<file path="config.mk">
export PLATFORM = sky130hd
export DESIGN_NAME = color_gradient_lookup
export DESIGN_NICKNAME = d
export VERILOG_FILES = /design/src/cgl_pkg.sv /design/src/cgl_divider.sv /design/src/color_gradient_lookup.sv
export SDC_FILE = /design/constraint.sdc
export NUM_CORES = 2
export LEC_CHECK = 0
export ABC_AREA = 1
export BUFFER_PORTS_ARGS = -buffer_cell sky130_fd_sc_hd__buf_2
export CELL_PAD_IN_SITES_DETAIL_PLACEMENT = 1
export CELL_PAD_IN_SITES_GLOBAL_PLACEMENT = 1
export CORE_ASPECT_RATIO = 1.1
export CORE_MARGIN = 10
export CORE_UTILIZATION = 52
export DETAILED_ROUTE_END_ITERATION = 8
export PLACE_DENSITY = 0.93
export SLEW_MARGIN = 20
export SYNTH_ARGS = -nofsm -noshare
export SYNTH_HDL_FRONTEND = slang
export SYNTH_SLANG_ARGS = --single-unit
</file>
<file path="constraint.sdc">
create_clock -name clk -period 10.8 [get_ports clk]
set_input_delay 2.16 -clock clk [delete_from_list [all_inputs] [get_ports clk]]
set_output_delay 2.16 -clock clk [all_outputs]
set_load 0.02 [all_outputs]
</file>
<file path="src/cgl_pkg.sv">
// Shared types, register codes and reset values for the color gradient lookup.
package cgl_pkg;

    localparam int CFG_INDEX_W      = 3;
    localparam int STOP_W           = 41;
    localparam int POS_W            = 17;
    localparam int CNT_W            = 3;
    localparam int NUM_STOP_REGS    = 7;
    localparam int NUM_CH           = 3;
    localparam int CHAN_FIELD_W     = 8;
    localparam int CHAN_PORT_W      = 8;
    localparam int POS_LSB          = NUM_CH * CHAN_FIELD_W;
    localparam int DEF_MAX_STOPS    = 7;
    localparam int DEF_CHANNEL_BITS = 8;

    localparam logic [CNT_W-1:0] STOP_COUNT_RESET = CNT_W'(5);

    // Blue, cyan, green, yellow and red at 0.0, 0.25, 0.5, 0.75 and 1.0.
    localparam logic [STOP_W-1:0] STOP_RESET [NUM_STOP_REGS] = '{
        41'd255,
        41'd274877972479,
        41'd549755879168,
        41'd824650497792,
        41'd1099528339456,
        41'd0,
        41'd0
    };

    typedef enum logic [CFG_INDEX_W-1:0] {
        REG_STOP_COUNT,
        REG_STOP_0,
        REG_STOP_1,
        REG_STOP_2,
        REG_STOP_3,
        REG_STOP_4,
        REG_STOP_5,
        REG_STOP_6
    } cfg_reg_t;

    // Control that travels alongside each word through the pipeline.
    typedef struct packed {
        logic valid;
        logic empty;
    } cgl_tag_t;

endpackage

</file>
<file path="src/cgl_divider.sv">
// Pipelined saturating divider and clamp stage for the three color channels.
module cgl_divider
    import cgl_pkg::*;
#(
    parameter int CHANNEL_BITS = DEF_CHANNEL_BITS
)
(
    input  logic                                      clk,
    input  logic                                      rst_n,
    input  cgl_tag_t                                  in_tag,
    input  logic [NUM_CH-1:0][CHANNEL_BITS+POS_W-1:0] in_num,
    input  logic [POS_W-1:0]                          in_den,
    input  logic [NUM_CH-1:0]                         in_neg,
    input  logic [NUM_CH-1:0][CHANNEL_BITS-1:0]       in_chan,
    output cgl_tag_t                                  out_tag,
    output logic [NUM_CH-1:0][CHANNEL_BITS-1:0]       out_chan
);

    localparam int CB = CHANNEL_BITS;
    localparam int QB = CB + 1;
    localparam int RW = POS_W + QB;
    localparam int VW = CB + 3;
    localparam logic [CB-1:0] CH_MAX = '1;

    cgl_tag_t                      tag_reg  [QB+1];
    logic [NUM_CH-1:0][RW-1:0]     rem_reg  [QB+1];
    logic [NUM_CH-1:0][QB-1:0]     quo_reg  [QB+1];
    logic [NUM_CH-1:0]             neg_reg  [QB+1];
    logic [NUM_CH-1:0]             sat_reg  [QB+1];
    logic [NUM_CH-1:0][CB-1:0]     chan_reg [QB+1];
    logic [POS_W-1:0]              den_reg  [QB+1];

    logic [NUM_CH-1:0]             sat_next;
    logic [NUM_CH-1:0][CB-1:0]     out_chan_next;
    logic [NUM_CH-1:0][CB-1:0]     out_chan_reg;
    cgl_tag_t                      out_tag_reg;

    // A quotient that needs more than QB bits saturates; the clamp makes it exact.
    always_comb
    begin
        for (int k = 0; k < NUM_CH; k++)
        begin
            sat_next[k] = RW'(in_num[k]) >= (RW'(in_den) << QB);
        end
    end

    always_ff @(posedge clk or negedge rst_n)
    begin
        if (!rst_n)
        begin
            tag_reg[0] <= '0;
        end
        else
        begin
            tag_reg[0] <= in_tag;
        end
    end

    always_ff @(posedge clk)
    begin
        for (int k = 0; k < NUM_CH; k++)
        begin
            rem_reg[0][k] <= RW'(in_num[k]);
        end
        quo_reg[0]  <= '0;
        neg_reg[0]  <= in_neg;
        sat_reg[0]  <= sat_next;
        chan_reg[0] <= in_chan;
        den_reg[0]  <= in_den;
    end

    // One restoring step per stage, most significant quotient bit first.
    for (genvar j = 0; j < QB; j++)
    begin : g_step
        localparam int B = QB - 1 - j;

        logic [RW-1:0]             trial;
        logic [NUM_CH-1:0][RW-1:0] rem_next;
        logic [NUM_CH-1:0][QB-1:0] quo_next;

        always_comb
        begin
            trial = RW'(den_reg[j]) << B;
            for (int k = 0; k < NUM_CH; k++)
            begin
                rem_next[k] = rem_reg[j][k];
                quo_next[k] = quo_reg[j][k];
                if (rem_reg[j][k] >= trial)
                begin
                    rem_next[k]    = rem_reg[j][k] - trial;
                    quo_next[k][B] = 1'b1;
                end
            end
        end

        always_ff @(posedge clk or negedge rst_n)
        begin
            if (!rst_n)
            begin
                tag_reg[j+1] <= '0;
            end
            else
            begin
                tag_reg[j+1] <= tag_reg[j];
            end
        end

        always_ff @(posedge clk)
        begin
            rem_reg[j+1]  <= rem_next;
            quo_reg[j+1]  <= quo_next;
            neg_reg[j+1]  <= neg_reg[j];
            sat_reg[j+1]  <= sat_reg[j];
            chan_reg[j+1] <= chan_reg[j];
            den_reg[j+1]  <= den_reg[j];
        end
    end

    always_comb
    begin
        logic [QB-1:0]        qmag;
        logic signed [VW-1:0] qs;
        logic signed [VW-1:0] v;
        for (int k = 0; k < NUM_CH; k++)
        begin
            qmag = sat_reg[QB][k] ? '1 : quo_reg[QB][k];
            qs   = $signed(VW'(qmag));
            v    = $signed(VW'(chan_reg[QB][k])) + (neg_reg[QB][k] ? -qs : qs);
            if (tag_reg[QB].empty || v[VW-1])
            begin
                out_chan_next[k] = '0;
            end
            else if (v[VW-2:0] > (VW-1)'(CH_MAX))
            begin
                out_chan_next[k] = CH_MAX;
            end
            else
            begin
                out_chan_next[k] = v[CB-1:0];
            end
        end
    end

    always_ff @(posedge clk or negedge rst_n)
    begin
        if (!rst_n)
        begin
            out_tag_reg <= '0;
        end
        else
        begin
            out_tag_reg <= tag_reg[QB];
        end
    end

    always_ff @(posedge clk)
    begin
        out_chan_reg <= out_chan_next;
    end

    assign out_tag  = out_tag_reg;
    assign out_chan = out_chan_reg;

    a_den_nonzero: assert property (@(posedge clk) disable iff (!rst_n)
        in_tag.valid |-> in_den != '0)
        else $error("divider entered with a zero divisor");

endmodule

</file>
<file path="src/color_gradient_lookup.sv">
// Top level of the color gradient lookup: stop registers, stop search and operand stages.
//
// The block maps one unsigned Q1.16 sample to an RGB color by linear
// interpolation between up to seven color stops held in configuration registers.
// Software writes the stops in ascending position order through the write port
// (cfg_write, cfg_index, cfg_data), only while no word is in flight.
// A word is accepted at each rising edge where start is high and busy is low.
// busy never rises, so one word can be accepted in every cycle.
// The result appears on out_red, out_green, out_blue and gradient_empty for
// exactly one cycle, marked by done.
// The receiver cannot stall: results are never held, and since the pipeline
// advances every cycle none is ever lost.
// An accepted word passes through the search, operand and multiply stages, the
// divider's input register, CHANNEL_BITS + 1 divider stages that each resolve one
// quotient bit, and the divider's output register.
// Reset empties the pipeline and restores the default five-stop gradient
// running blue, cyan, green, yellow, red over 0.0 to 1.0.
// A stop count of zero yields zero colors with gradient_empty set.
module color_gradient_lookup
    import cgl_pkg::*;
#(
    parameter int MAX_STOPS    = DEF_MAX_STOPS,
    parameter int CHANNEL_BITS = DEF_CHANNEL_BITS
)
(
    input  logic                   clk,
    input  logic                   rst_n,
    input  logic                   start,
    output logic                   busy,
    input  logic [POS_W-1:0]       sample_value,
    output logic                   done,
    output logic [CHAN_PORT_W-1:0] out_red,
    output logic [CHAN_PORT_W-1:0] out_green,
    output logic [CHAN_PORT_W-1:0] out_blue,
    output logic                   gradient_empty,
    input  logic                   cfg_write,
    input  logic [CFG_INDEX_W-1:0] cfg_index,
    input  logic [STOP_W-1:0]      cfg_data
);

    localparam int CB      = CHANNEL_BITS;
    localparam int NW      = CB + POS_W;
    localparam int LATENCY = CB + 6;

    // Configuration registers.
    logic [CNT_W-1:0]  stop_count_reg;
    logic [STOP_W-1:0] stop_reg [MAX_STOPS];

    always_ff @(posedge clk or negedge rst_n)
    begin
        if (!rst_n)
        begin
            stop_count_reg <= STOP_COUNT_RESET;
            for (int i = 0; i < MAX_STOPS; i++)
            begin
                stop_reg[i] <= STOP_RESET[i];
            end
        end
        else if (cfg_write)
        begin
            if (cfg_index == REG_STOP_COUNT)
            begin
                stop_count_reg <= cfg_data[CNT_W-1:0];
            end
            for (int i = 0; i < MAX_STOPS; i++)
            begin
                if (cfg_index == CFG_INDEX_W'(int'(REG_STOP_0) + i))
                begin
                    stop_reg[i] <= cfg_data;
                end
            end
        end
    end

    // Stage 1: compare the sample against every stop in parallel and pick the
    // first stop above it. When none is above, the last valid stop is used
    // for both ends, which gives a zero-width segment and its color unchanged.
    logic [CNT_W-1:0]     stop_limit;
    logic [MAX_STOPS-1:0] above;
    logic [MAX_STOPS-1:0] first_oh;
    logic [MAX_STOPS-1:0] last_oh;
    logic [MAX_STOPS-1:0] cur_oh_next;
    logic [MAX_STOPS-1:0] prev_oh_next;
    cgl_tag_t             s1_tag_next;

    always_comb
    begin
        stop_limit = (stop_count_reg > CNT_W'(MAX_STOPS)) ? CNT_W'(MAX_STOPS)
                                                         : stop_count_reg;
        for (int i = 0; i < MAX_STOPS; i++)
        begin
            above[i]   = (CNT_W'(i) < stop_limit) &&
                         (sample_value < stop_reg[i][POS_LSB +: POS_W]);
            last_oh[i] = (CNT_W'(i + 1) == stop_limit);
        end
        first_oh = above & (~above + MAX_STOPS'(1));
        if (above != '0)
        begin
            cur_oh_next  = first_oh;
            // Below the first stop, the segment collapses onto that stop.
            prev_oh_next = first_oh[0] ? first_oh : (first_oh >> 1);
        end
        else
        begin
            cur_oh_next  = last_oh;
            prev_oh_next = last_oh;
        end
        s1_tag_next.valid = start;
        s1_tag_next.empty = (stop_limit == '0);
    end

    cgl_tag_t             s1_tag_reg;
    logic [POS_W-1:0]     s1_sample_reg;
    logic [MAX_STOPS-1:0] s1_cur_oh_reg;
    logic [MAX_STOPS-1:0] s1_prev_oh_reg;

    always_ff @(posedge clk or negedge rst_n)
    begin
        if (!rst_n)
        begin
            s1_tag_reg <= '0;
        end
        else
        begin
            s1_tag_reg <= s1_tag_next;
        end
    end

    always_ff @(posedge clk)
    begin
        s1_sample_reg  <= sample_value;
        s1_cur_oh_reg  <= cur_oh_next;
        s1_prev_oh_reg <= prev_oh_next;
    end

    // Stage 2: fetch both stops and form the distances and channel deltas as
    // sign and magnitude. A zero-width segment becomes a zero numerator over a
    // divisor of one, so the channel passes through untouched.
    logic [STOP_W-1:0]             cur_stop;
    logic [STOP_W-1:0]             prev_stop;
    logic [POS_W-1:0]              num_next;
    logic [POS_W:0]                den_diff;
    logic                          den_zero;
    logic [POS_W-1:0]              den_mag_next;
    logic                          den_neg_next;
    logic [NUM_CH-1:0][CB-1:0]     cur_chan_next;
    logic [NUM_CH-1:0][CB-1:0]     dmag_next;
    logic [NUM_CH-1:0]             dneg_next;

    always_comb
    begin
        logic [CB:0] d;
        cur_stop  = '0;
        prev_stop = '0;
        for (int i = 0; i < MAX_STOPS; i++)
        begin
            cur_stop  = cur_stop  | (stop_reg[i] & {STOP_W{s1_cur_oh_reg[i]}});
            prev_stop = prev_stop | (stop_reg[i] & {STOP_W{s1_prev_oh_reg[i]}});
        end
        num_next     = cur_stop[POS_LSB +: POS_W] - s1_sample_reg;
        den_diff     = (POS_W + 1)'(cur_stop[POS_LSB +: POS_W]) -
                       (POS_W + 1)'(prev_stop[POS_LSB +: POS_W]);
        den_zero     = (den_diff == '0);
        den_neg_next = den_diff[POS_W];
        if (den_zero)
        begin
            den_mag_next = POS_W'(1);
        end
        else if (den_neg_next)
        begin
            den_mag_next = POS_W'(-den_diff);
        end
        else
        begin
            den_mag_next = den_diff[POS_W-1:0];
        end
        for (int k = 0; k < NUM_CH; k++)
        begin
            cur_chan_next[k] = cur_stop[(NUM_CH - 1 - k) * CHAN_FIELD_W +: CB];
            d = (CB + 1)'(prev_stop[(NUM_CH - 1 - k) * CHAN_FIELD_W +: CB]) -
                (CB + 1)'(cur_chan_next[k]);
            dneg_next[k] = d[CB];
            if (den_zero)
            begin
                dmag_next[k] = '0;
            end
            else if (d[CB])
            begin
                dmag_next[k] = CB'(-d);
            end
            else
            begin
                dmag_next[k] = d[CB-1:0];
            end
        end
    end

    cgl_tag_t                  s2_tag_reg;
    logic [POS_W-1:0]          s2_num_reg;
    logic [POS_W-1:0]          s2_den_reg;
    logic                      s2_den_neg_reg;
    logic [NUM_CH-1:0][CB-1:0] s2_chan_reg;
    logic [NUM_CH-1:0][CB-1:0] s2_dmag_reg;
    logic [NUM_CH-1:0]         s2_dneg_reg;

    always_ff @(posedge clk or negedge rst_n)
    begin
        if (!rst_n)
        begin
            s2_tag_reg <= '0;
        end
        else
        begin
            s2_tag_reg <= s1_tag_reg;
        end
    end

    always_ff @(posedge clk)
    begin
        s2_num_reg     <= num_next;
        s2_den_reg     <= den_mag_next;
        s2_den_neg_reg <= den_neg_next;
        s2_chan_reg    <= cur_chan_next;
        s2_dmag_reg    <= dmag_next;
        s2_dneg_reg    <= dneg_next;
    end

    // Stage 3: one small multiplier per channel forms the dividend magnitude.
    logic [NUM_CH-1:0][NW-1:0] prod_next;
    logic [NUM_CH-1:0]         qneg_next;

    always_comb
    begin
        for (int k = 0; k < NUM_CH; k++)
        begin
            prod_next[k] = NW'(s2_dmag_reg[k]) * NW'(s2_num_reg);
            qneg_next[k] = s2_dneg_reg[k] ^ s2_den_neg_reg;
        end
    end

    cgl_tag_t                  s3_tag_reg;
    logic [NUM_CH-1:0][NW-1:0] s3_prod_reg;
    logic [NUM_CH-1:0]         s3_neg_reg;
    logic [POS_W-1:0]          s3_den_reg;
    logic [NUM_CH-1:0][CB-1:0] s3_chan_reg;

    always_ff @(posedge clk or negedge rst_n)
    begin
        if (!rst_n)
        begin
            s3_tag_reg <= '0;
        end
        else
        begin
            s3_tag_reg <= s2_tag_reg;
        end
    end

    always_ff @(posedge clk)
    begin
        s3_prod_reg <= prod_next;
        s3_neg_reg  <= qneg_next;
        s3_den_reg  <= s2_den_reg;
        s3_chan_reg <= s2_chan_reg;
    end

    // Divide, apply the sign, add to the current stop's channel and clamp.
    cgl_tag_t                  div_tag;
    logic [NUM_CH-1:0][CB-1:0] div_chan;

    cgl_divider #(
        .CHANNEL_BITS (CHANNEL_BITS)
    ) u_divider (
        .clk      (clk),
        .rst_n    (rst_n),
        .in_tag   (s3_tag_reg),
        .in_num   (s3_prod_reg),
        .in_den   (s3_den_reg),
        .in_neg   (s3_neg_reg),
        .in_chan  (s3_chan_reg),
        .out_tag  (div_tag),
        .out_chan (div_chan)
    );

    // The pipeline advances every cycle, so a new word is always welcome.
    assign busy           = 1'b0;
    assign done           = div_tag.valid;
    assign gradient_empty = div_tag.empty;
    assign out_red        = CHAN_PORT_W'(div_chan[0]);
    assign out_green      = CHAN_PORT_W'(div_chan[1]);
    assign out_blue       = CHAN_PORT_W'(div_chan[2]);

    a_latency: assert property (@(posedge clk) disable iff (!rst_n)
        (start && !busy) |-> ##LATENCY done)
        else $error("accepted word did not complete after the pipeline latency");

    a_stop_select: assert property (@(posedge clk) disable iff (!rst_n)
        (s1_tag_reg.valid && !s1_tag_reg.empty) |->
            ($onehot(s1_cur_oh_reg) && $onehot(s1_prev_oh_reg)))
        else $error("stop search did not select exactly one segment");

    a_empty_black: assert property (@(posedge clk) disable iff (!rst_n)
        (done && gradient_empty) |->
            (out_red == '0 && out_green == '0 && out_blue == '0))
        else $error("empty gradient produced a nonzero color");

endmodule

</file>
Yosys cells after proc, flatten, opt, wreduce, memory -nomap -nowiden

Memory sizes are Yosys's and may differ from the RTL's.
Index checks and enable logic that the tools add are counted.

Divide/modulo/power cells: 0
Order comparisons: 48
$add $sub $neg: 43
Multiply operators: 3
Mux-type cells: 71
Equality and inequality tests: 14
Reduce and logical (&&, ||, !) cells: 22
Bitwise operators: 31
Shifts and indexed selects: 0

Operator list:

| cell                                                           | number |
|---|---|
| 26-bit 2-to-1 mux                                              | 27 |
| 41-bit AND                                                     | 14 |
| 41-bit bitwise OR                                              | 12 |
| 17-bit less-than comparator                                    | 7 |
| 25-bit by 26-bit greater-or-equal comparator with 1-bit output | 3 |
| 26-bit by 17-bit greater-or-equal comparator with 1-bit output | 3 |
| 26-bit by 18-bit greater-or-equal comparator with 1-bit output | 3 |
| 26-bit by 19-bit greater-or-equal comparator with 1-bit output | 3 |
| 26-bit by 20-bit greater-or-equal comparator with 1-bit output | 3 |
| 26-bit by 21-bit greater-or-equal comparator with 1-bit output | 3 |
| 26-bit by 22-bit greater-or-equal comparator with 1-bit output | 3 |
| 26-bit by 23-bit greater-or-equal comparator with 1-bit output | 3 |
| 26-bit by 24-bit greater-or-equal comparator with 1-bit output | 3 |
| 26-bit by 25-bit greater-or-equal comparator with 1-bit output | 3 |
| 26-bit by 17-bit subtractor with 26-bit output                 | 3 |
| 26-bit by 18-bit subtractor with 26-bit output                 | 3 |
| 26-bit by 19-bit subtractor with 26-bit output                 | 3 |
| 26-bit by 20-bit subtractor with 26-bit output                 | 3 |
| 26-bit by 21-bit subtractor with 26-bit output                 | 3 |
| 26-bit by 22-bit subtractor with 26-bit output                 | 3 |
| 26-bit by 23-bit subtractor with 26-bit output                 | 3 |
| 26-bit by 24-bit subtractor with 26-bit output                 | 3 |
| 26-bit by 25-bit subtractor with 26-bit output                 | 3 |
| 8-bit by 17-bit multiplier with 25-bit output                  | 3 |
| 35 further kinds                                               | 112 |

Output and inout port bits: 27
RAM bits: 1,520
Register bits after elaboration: 578
Word-level logic and storage cells: 298
Bits in read-only memories: 0
Memories: 6
Input bits: 65
Bits in latches: 0

Memories:

| memory             | depth | bits a word | rd ports | clocked after memory_dff | write ports | line              | RTL |
|---|---|---|---|---|---|---|---|
| u_divider.rem_reg  | 10    | 78          | 9        | 0                        | 10          | cgl_divider.sv:26 | `logic [NUM_CH-1:0][RW-1:0] rem_reg [QB+1];` |
| u_divider.quo_reg  | 10    | 27          | 10       | 0                        | 10          | cgl_divider.sv:27 | `logic [NUM_CH-1:0][QB-1:0] quo_reg [QB+1];` |
| u_divider.chan_reg | 10    | 24          | 10       | 0                        | 10          | cgl_divider.sv:30 | `logic [NUM_CH-1:0][CB-1:0] chan_reg [QB+1];` |
| u_divider.den_reg  | 10    | 17          | 9        | 0                        | 10          | cgl_divider.sv:31 | `logic [POS_W-1:0] den_reg [QB+1];` |
| u_divider.neg_reg  | 10    | 3           | 10       | 0                        | 10          | cgl_divider.sv:28 | `logic [NUM_CH-1:0] neg_reg [QB+1];` |
| u_divider.sat_reg  | 10    | 3           | 10       | 0                        | 10          | cgl_divider.sv:29 | `logic [NUM_CH-1:0] sat_reg [QB+1];` |

Logic depth before layout (Yosys ltp)

Depth after elaboration: 10
Mapped depth: 24
Mapped depth without buffers: 23

By module

Synthesis repeated with hierarchy kept, for this count alone.

Cells, all modules: 13,448
Area total of the unflattened synthesis: 103,334.1 um^2

By module, submodules not included:

| module                | cells each | instances | area an instance (um^2) |
|---|---|---|---|
| cgl_divider           | 8,301      | 1         | 63,900.0 |
| color_gradient_lookup | 5,147      | 1         | 39,434.1 |

Worst setup path before layout

OpenSTA, ideal clock, no wires.

Kind: register -> register
Start: register s2_dmag_reg[18] in the netlist's numbering
End: register s3_prod_reg[71] in the netlist's numbering
Data arrival time: 4.391 ns
Setup time: 0.072 ns
Clock period less this slack: 4.462 ns
Data required time: 10.728 ns
Slack: 6.338 ns
Buffers on the path: 2
Stages on the path, launching flop included: 19
Cell sequence: dfxtp_1 > clkbuf_1 > clkbuf_1 > nand2_1 > fa_1 > fa_1 > inv_1 > fa_1 > inv_1 > fa_1 > inv_1 > ha_1 > nand2_1 > nor4_1 > a21oi_1 > o21ai_0 > nand2_1 > nand2_1 > xor2_1

RTL lines:

| item                   | line                         | RTL |
|---|---|---|
| from (decl)            | color_gradient_lookup.sv:203 | `logic [NUM_CH-1:0][CB-1:0] s2_dmag_reg;` |
| from (signal assigned) | color_gradient_lookup.sv:224 | `s2_dmag_reg <= dmag_next;` |
| to (signal assigned)   | color_gradient_lookup.sv:261 | `s3_prod_reg <= prod_next;` |
| to (decl)              | color_gradient_lookup.sv:242 | `logic [NUM_CH-1:0][NW-1:0] s3_prod_reg;` |

Worst setup path after layout

Start: register s1_cur_oh_reg[4]
End: register s2_dmag_reg[11] in the netlist's numbering

Cells in the longest elaborated chain, start to end: 7
Elaborated cells between the ends (all ways): 9

Ends and longest elaborated chain:

| item                                          | line                         | RTL |
|---|---|---|
| from (decl)                                   | color_gradient_lookup.sv:114 | `logic [MAX_STOPS-1:0] s1_cur_oh_reg;` |
| from (signal assigned)                        | color_gradient_lookup.sv:132 | `s1_cur_oh_reg <= cur_oh_next;` |
| 41-bit AND *                                  | color_gradient_lookup.sv:157 | `cur_stop = cur_stop \| (stop_reg[i] & {STOP_W{s1_cur_oh_reg[i]}});` |
| 41-bit bitwise OR * (3 in a row)              | color_gradient_lookup.sv:157 |  |
| net cur_stop[9]                               | color_gradient_lookup.sv:139 | `logic [STOP_W-1:0] cur_stop;` |
| 8-bit by 8-bit subtractor with 9-bit output * | color_gradient_lookup.sv:180 | `d = (CB + 1)'(prev_stop[(NUM_CH - 1 - k) * CHAN_FIELD_W +: CB]) -` |
| 8-bit negator                                 | color_gradient_lookup.sv:189 | `dmag_next[k] = CB'(-d);` |
| 8-bit 2-to-1 mux *                            | color_gradient_lookup.sv:187 | `else if (d[CB])` |

Mark *: on every way through the listed nets, which the timed path passes. The rest lies on a longest branch.
A chain may end at the register's enable or synchronous reset.

==> summary.md <==
| Metric | Value |
|---|---|
| # Max-Cap Violations | 1 |
| Largest net degree at the start of global routing | 184 |
| Initial Utilization | 52.3% |
| Die width | 440 um |
| Mapped Cells | 12,761 |
| Top-area cell type share of the netlist area | 30.7% |
| Wire length per cell | 26.1 um |
| Net Count, Synth | 13,970 |
| Synth warn | 0 |
| Failing checks | capacitance limit, slew limit |
| Cts bufs inserted | 191 |
| Crit path time final | 5820 ps |
| Critical path's top delay family | simple AND/OR/NAND/NOR gates |
| Layout area overhead | 9.95% |
| Max-slew violation count | 3 |
| Drt initial violations | 7,760 |
| Reg clk slew, reported paths | 70 ps |
| Asr flop ratio synth | 17.1% |
| CTS resizes | 0 |
| Synthesized area per cell | 7.92 sq um |
| Clock Skew | 76.7 ps |
| Yosys top cell by area | dfxtp_1 |
| Max transition margin | -34.9% |
| Cell row count | 169 |
| CTS tree | yes |
| Status | finished with violations |
| Library cells used by synthesis | 69 |
| First-pass GRT wire length | 604,000 um |
| Slew @ Worst Pin | 2000 ps |
| Routability cong. | 1.00 |
| Global Route Usage Sum | 36.7% |
| Vias in the first global route | 100,352 |
| Worst Path Max Fanout | 16 |
| Critical Setup Path Class | flip-flop to flip-flop |
| Crit path buffers/inverters | 5 |
| Hold Path Origin | u_divider.sat_reg[5][2]$_DFF_P_ |
| CTS root buf | clkbuf_16 |
| Post-route setup TNS | 0 ps |
| CTS H-tree depth | 4 |
| Post-CTS setup buffers | 0 |
| Ys flop type | dfxtp_1 |
| Endpoints failing hold | 0 |
| Top cells by count, synth | nand2_1 (3,011), inv_1 (1,945), dfxtp_1 (1,547), o21ai_0 (984), ha_1 (842) |
| Unrepaired setup endpoints after global routing | false |
| Crit start category | flip-flop |
| Routed WL | 407,000 um |
| Mapped Area | 101,000 sq um |
| Hold Crit Class | flip-flop to flip-flop |
| Total grt overflow | 0 |
| RR Startpoint | s1_cur_oh_reg[4]$_DFF_P_ |
| # port buffers | 90 |
| I/O Pins | 92 |
| Max reg flops | 699 |
| Post-route DRC | 0 |
| Clock tree buffer depth | 3 |
| Clock Latency Late Sink | 910 ps |
| Die H | 482 um |
| Synth top area cells | dfxtp_1 (31%), nand2_1 (11%), ha_1 (10%) |
| CP Data Arrival Time | 6630 ps |
| CP Cell Sequence | buf_4 > nand2_1 > inv_1 > nor4_1 > inv_1 > fa_1 > inv_1 > nand4_1 > nand3_1 > nand2_1 > nand2_1 > a21oi_1 > o21ai_0 > xor2_1 > nand2_1 > inv_1 |
| Fin nets | 14,028 |
| Tcrit/Tclk final | 53.8% |
| CORE AREA | 193,000 sq um |
| Worst Setup SP | s1_cur_oh_reg[4]$_DFF_P_ |
| Hold_buf cts | 0 |
| Sequential share of the synthesized area | 38.6% |
| F_max | 172 MHz |
| Post-DP HPWL | 292,000 um |
| Critical Path Slowest Stage Cell | nor4_1 |
| Number of synthesized register bits | 1,865 |
| Post-synth EDFFs | 0 |
| Count leader, synth | nand2_1 |
| Vias per cell | 5.96 |
| Initial antenna violation count | 19 |
| WP data required | 11,610 ps |
| Die area | 212,000 sq um |
| CTS Sinks | 1,865 |
| Slowest stage delay, CP | 1580 ps |
| Share of cells above drive strength 1 | 5.84% |
| Routed via count | 92,905 |
| Post-DRT Antenna Nets | 0 |
| Crit end category | flip-flop |
| Setup Viol. Count Final | 0 |
| Pre-Repair DR Iteration Count | 6 |
-- stage by stage --
| stage | hold slack (ps) | worst slack [ps] | utilization (%) | cells | instance area (sq um) |
|---|---|---|---|---|---|
| after floorplan | 310 | 6340 | - | 12761 | 101000 |
| after global placement | 310 | 5640 | 53.8 | 15188 | 104000 |
| after detailed placement | 313 | 5570 | 53.8 | 15188 | 104000 |
| after CTS | 275 | 5480 | 57.5 | 15548 | 111000 |
| after global routing | 282 | 5050 | 57.5 | 15573 | 111000 |
| final | 281 | 4980 | 57.5 | 15584 | 111000 |
-- final timing paths --
check	endpoint	slack (ps)	depth (start not counted)
max in group asynchronous	u_divider.tag_reg[13]$_DFF_PN0_	7300	3
min in group asynchronous	stop_reg[281]$_DFFE_PN0P_	1240	1
worst max-delay path	s2_dmag_reg[11]$_SDFF_PN0_	4980	16
worst min-delay path	u_divider.sat_reg[6][2]$_DFF_P_	280	0
worst min register to register	u_divider.sat_reg[6][2]$_DFF_P_	280	0
worst max register to register	s2_dmag_reg[11]$_SDFF_PN0_	4980	16
-- area by class of cell --
| cell class | instances | area [sq um] |
|---|---|---|
| clock buffers | 249 | 5360 |
| fillers | 23524 | 82000 |
| repair buffers | 154 | 951 |
| inverters | 1972 | 7400 |
| flip-flops and latches | 1865 | 39000 |
| diodes | 33 | 82.6 |
| well taps | 2565 | 3210 |
| multi-input cells | 8635 | 53400 |
| clock inverters | 111 | 1620 |
-- per-layer routing --
metal | track usage (%) | routed length (um)
met5 | 0 | 112
met4 | 30.5 | 41500
met3 | 7.94 | 29900
met2 | 62.0 | 190000
met1 | 39.3 | 145000
-- layout by cell type, fill, tap and decap left out, types with 290 or more instances in the layout --
cell,count
ha_1,842
nand2_1,3006
xor2_1,290
nand3_1,399
a21oi_1,751
dfxtp_1,1543
o21ai_0,983
inv_1,1945
nor2_1,716
fa_1,302
-- worst reg2reg max path, cell delays in order (launching register included) --
cell,delay (ps)
dfxtp_1,620
buf_4,410
nand2_1,120
inv_1,60
nor4_1,1580
inv_1,500
fa_1,610
inv_1,130
nand4_1,120
nand3_1,160
nand2_1,90
nand2_1,80
a21oi_1,270
o21ai_0,240
xor2_1,530
nand2_1,120
inv_1,70
-- kinds of logic after synthesis --
group           after synthesis  share of synthesized area [%]
flops                      1865                           38.6
other cells                   1                        0.00371
xor+xnor                    513                           4.45
buf+inv                    2261                           8.62
simple gates               4689                           19.3
fa+ha+maj                  1144                           16.4
compound gates             2288                           12.6
Power is not shown: default switching activity piles up to over one toggle a cycle in this logic, so the estimate is an artifact.
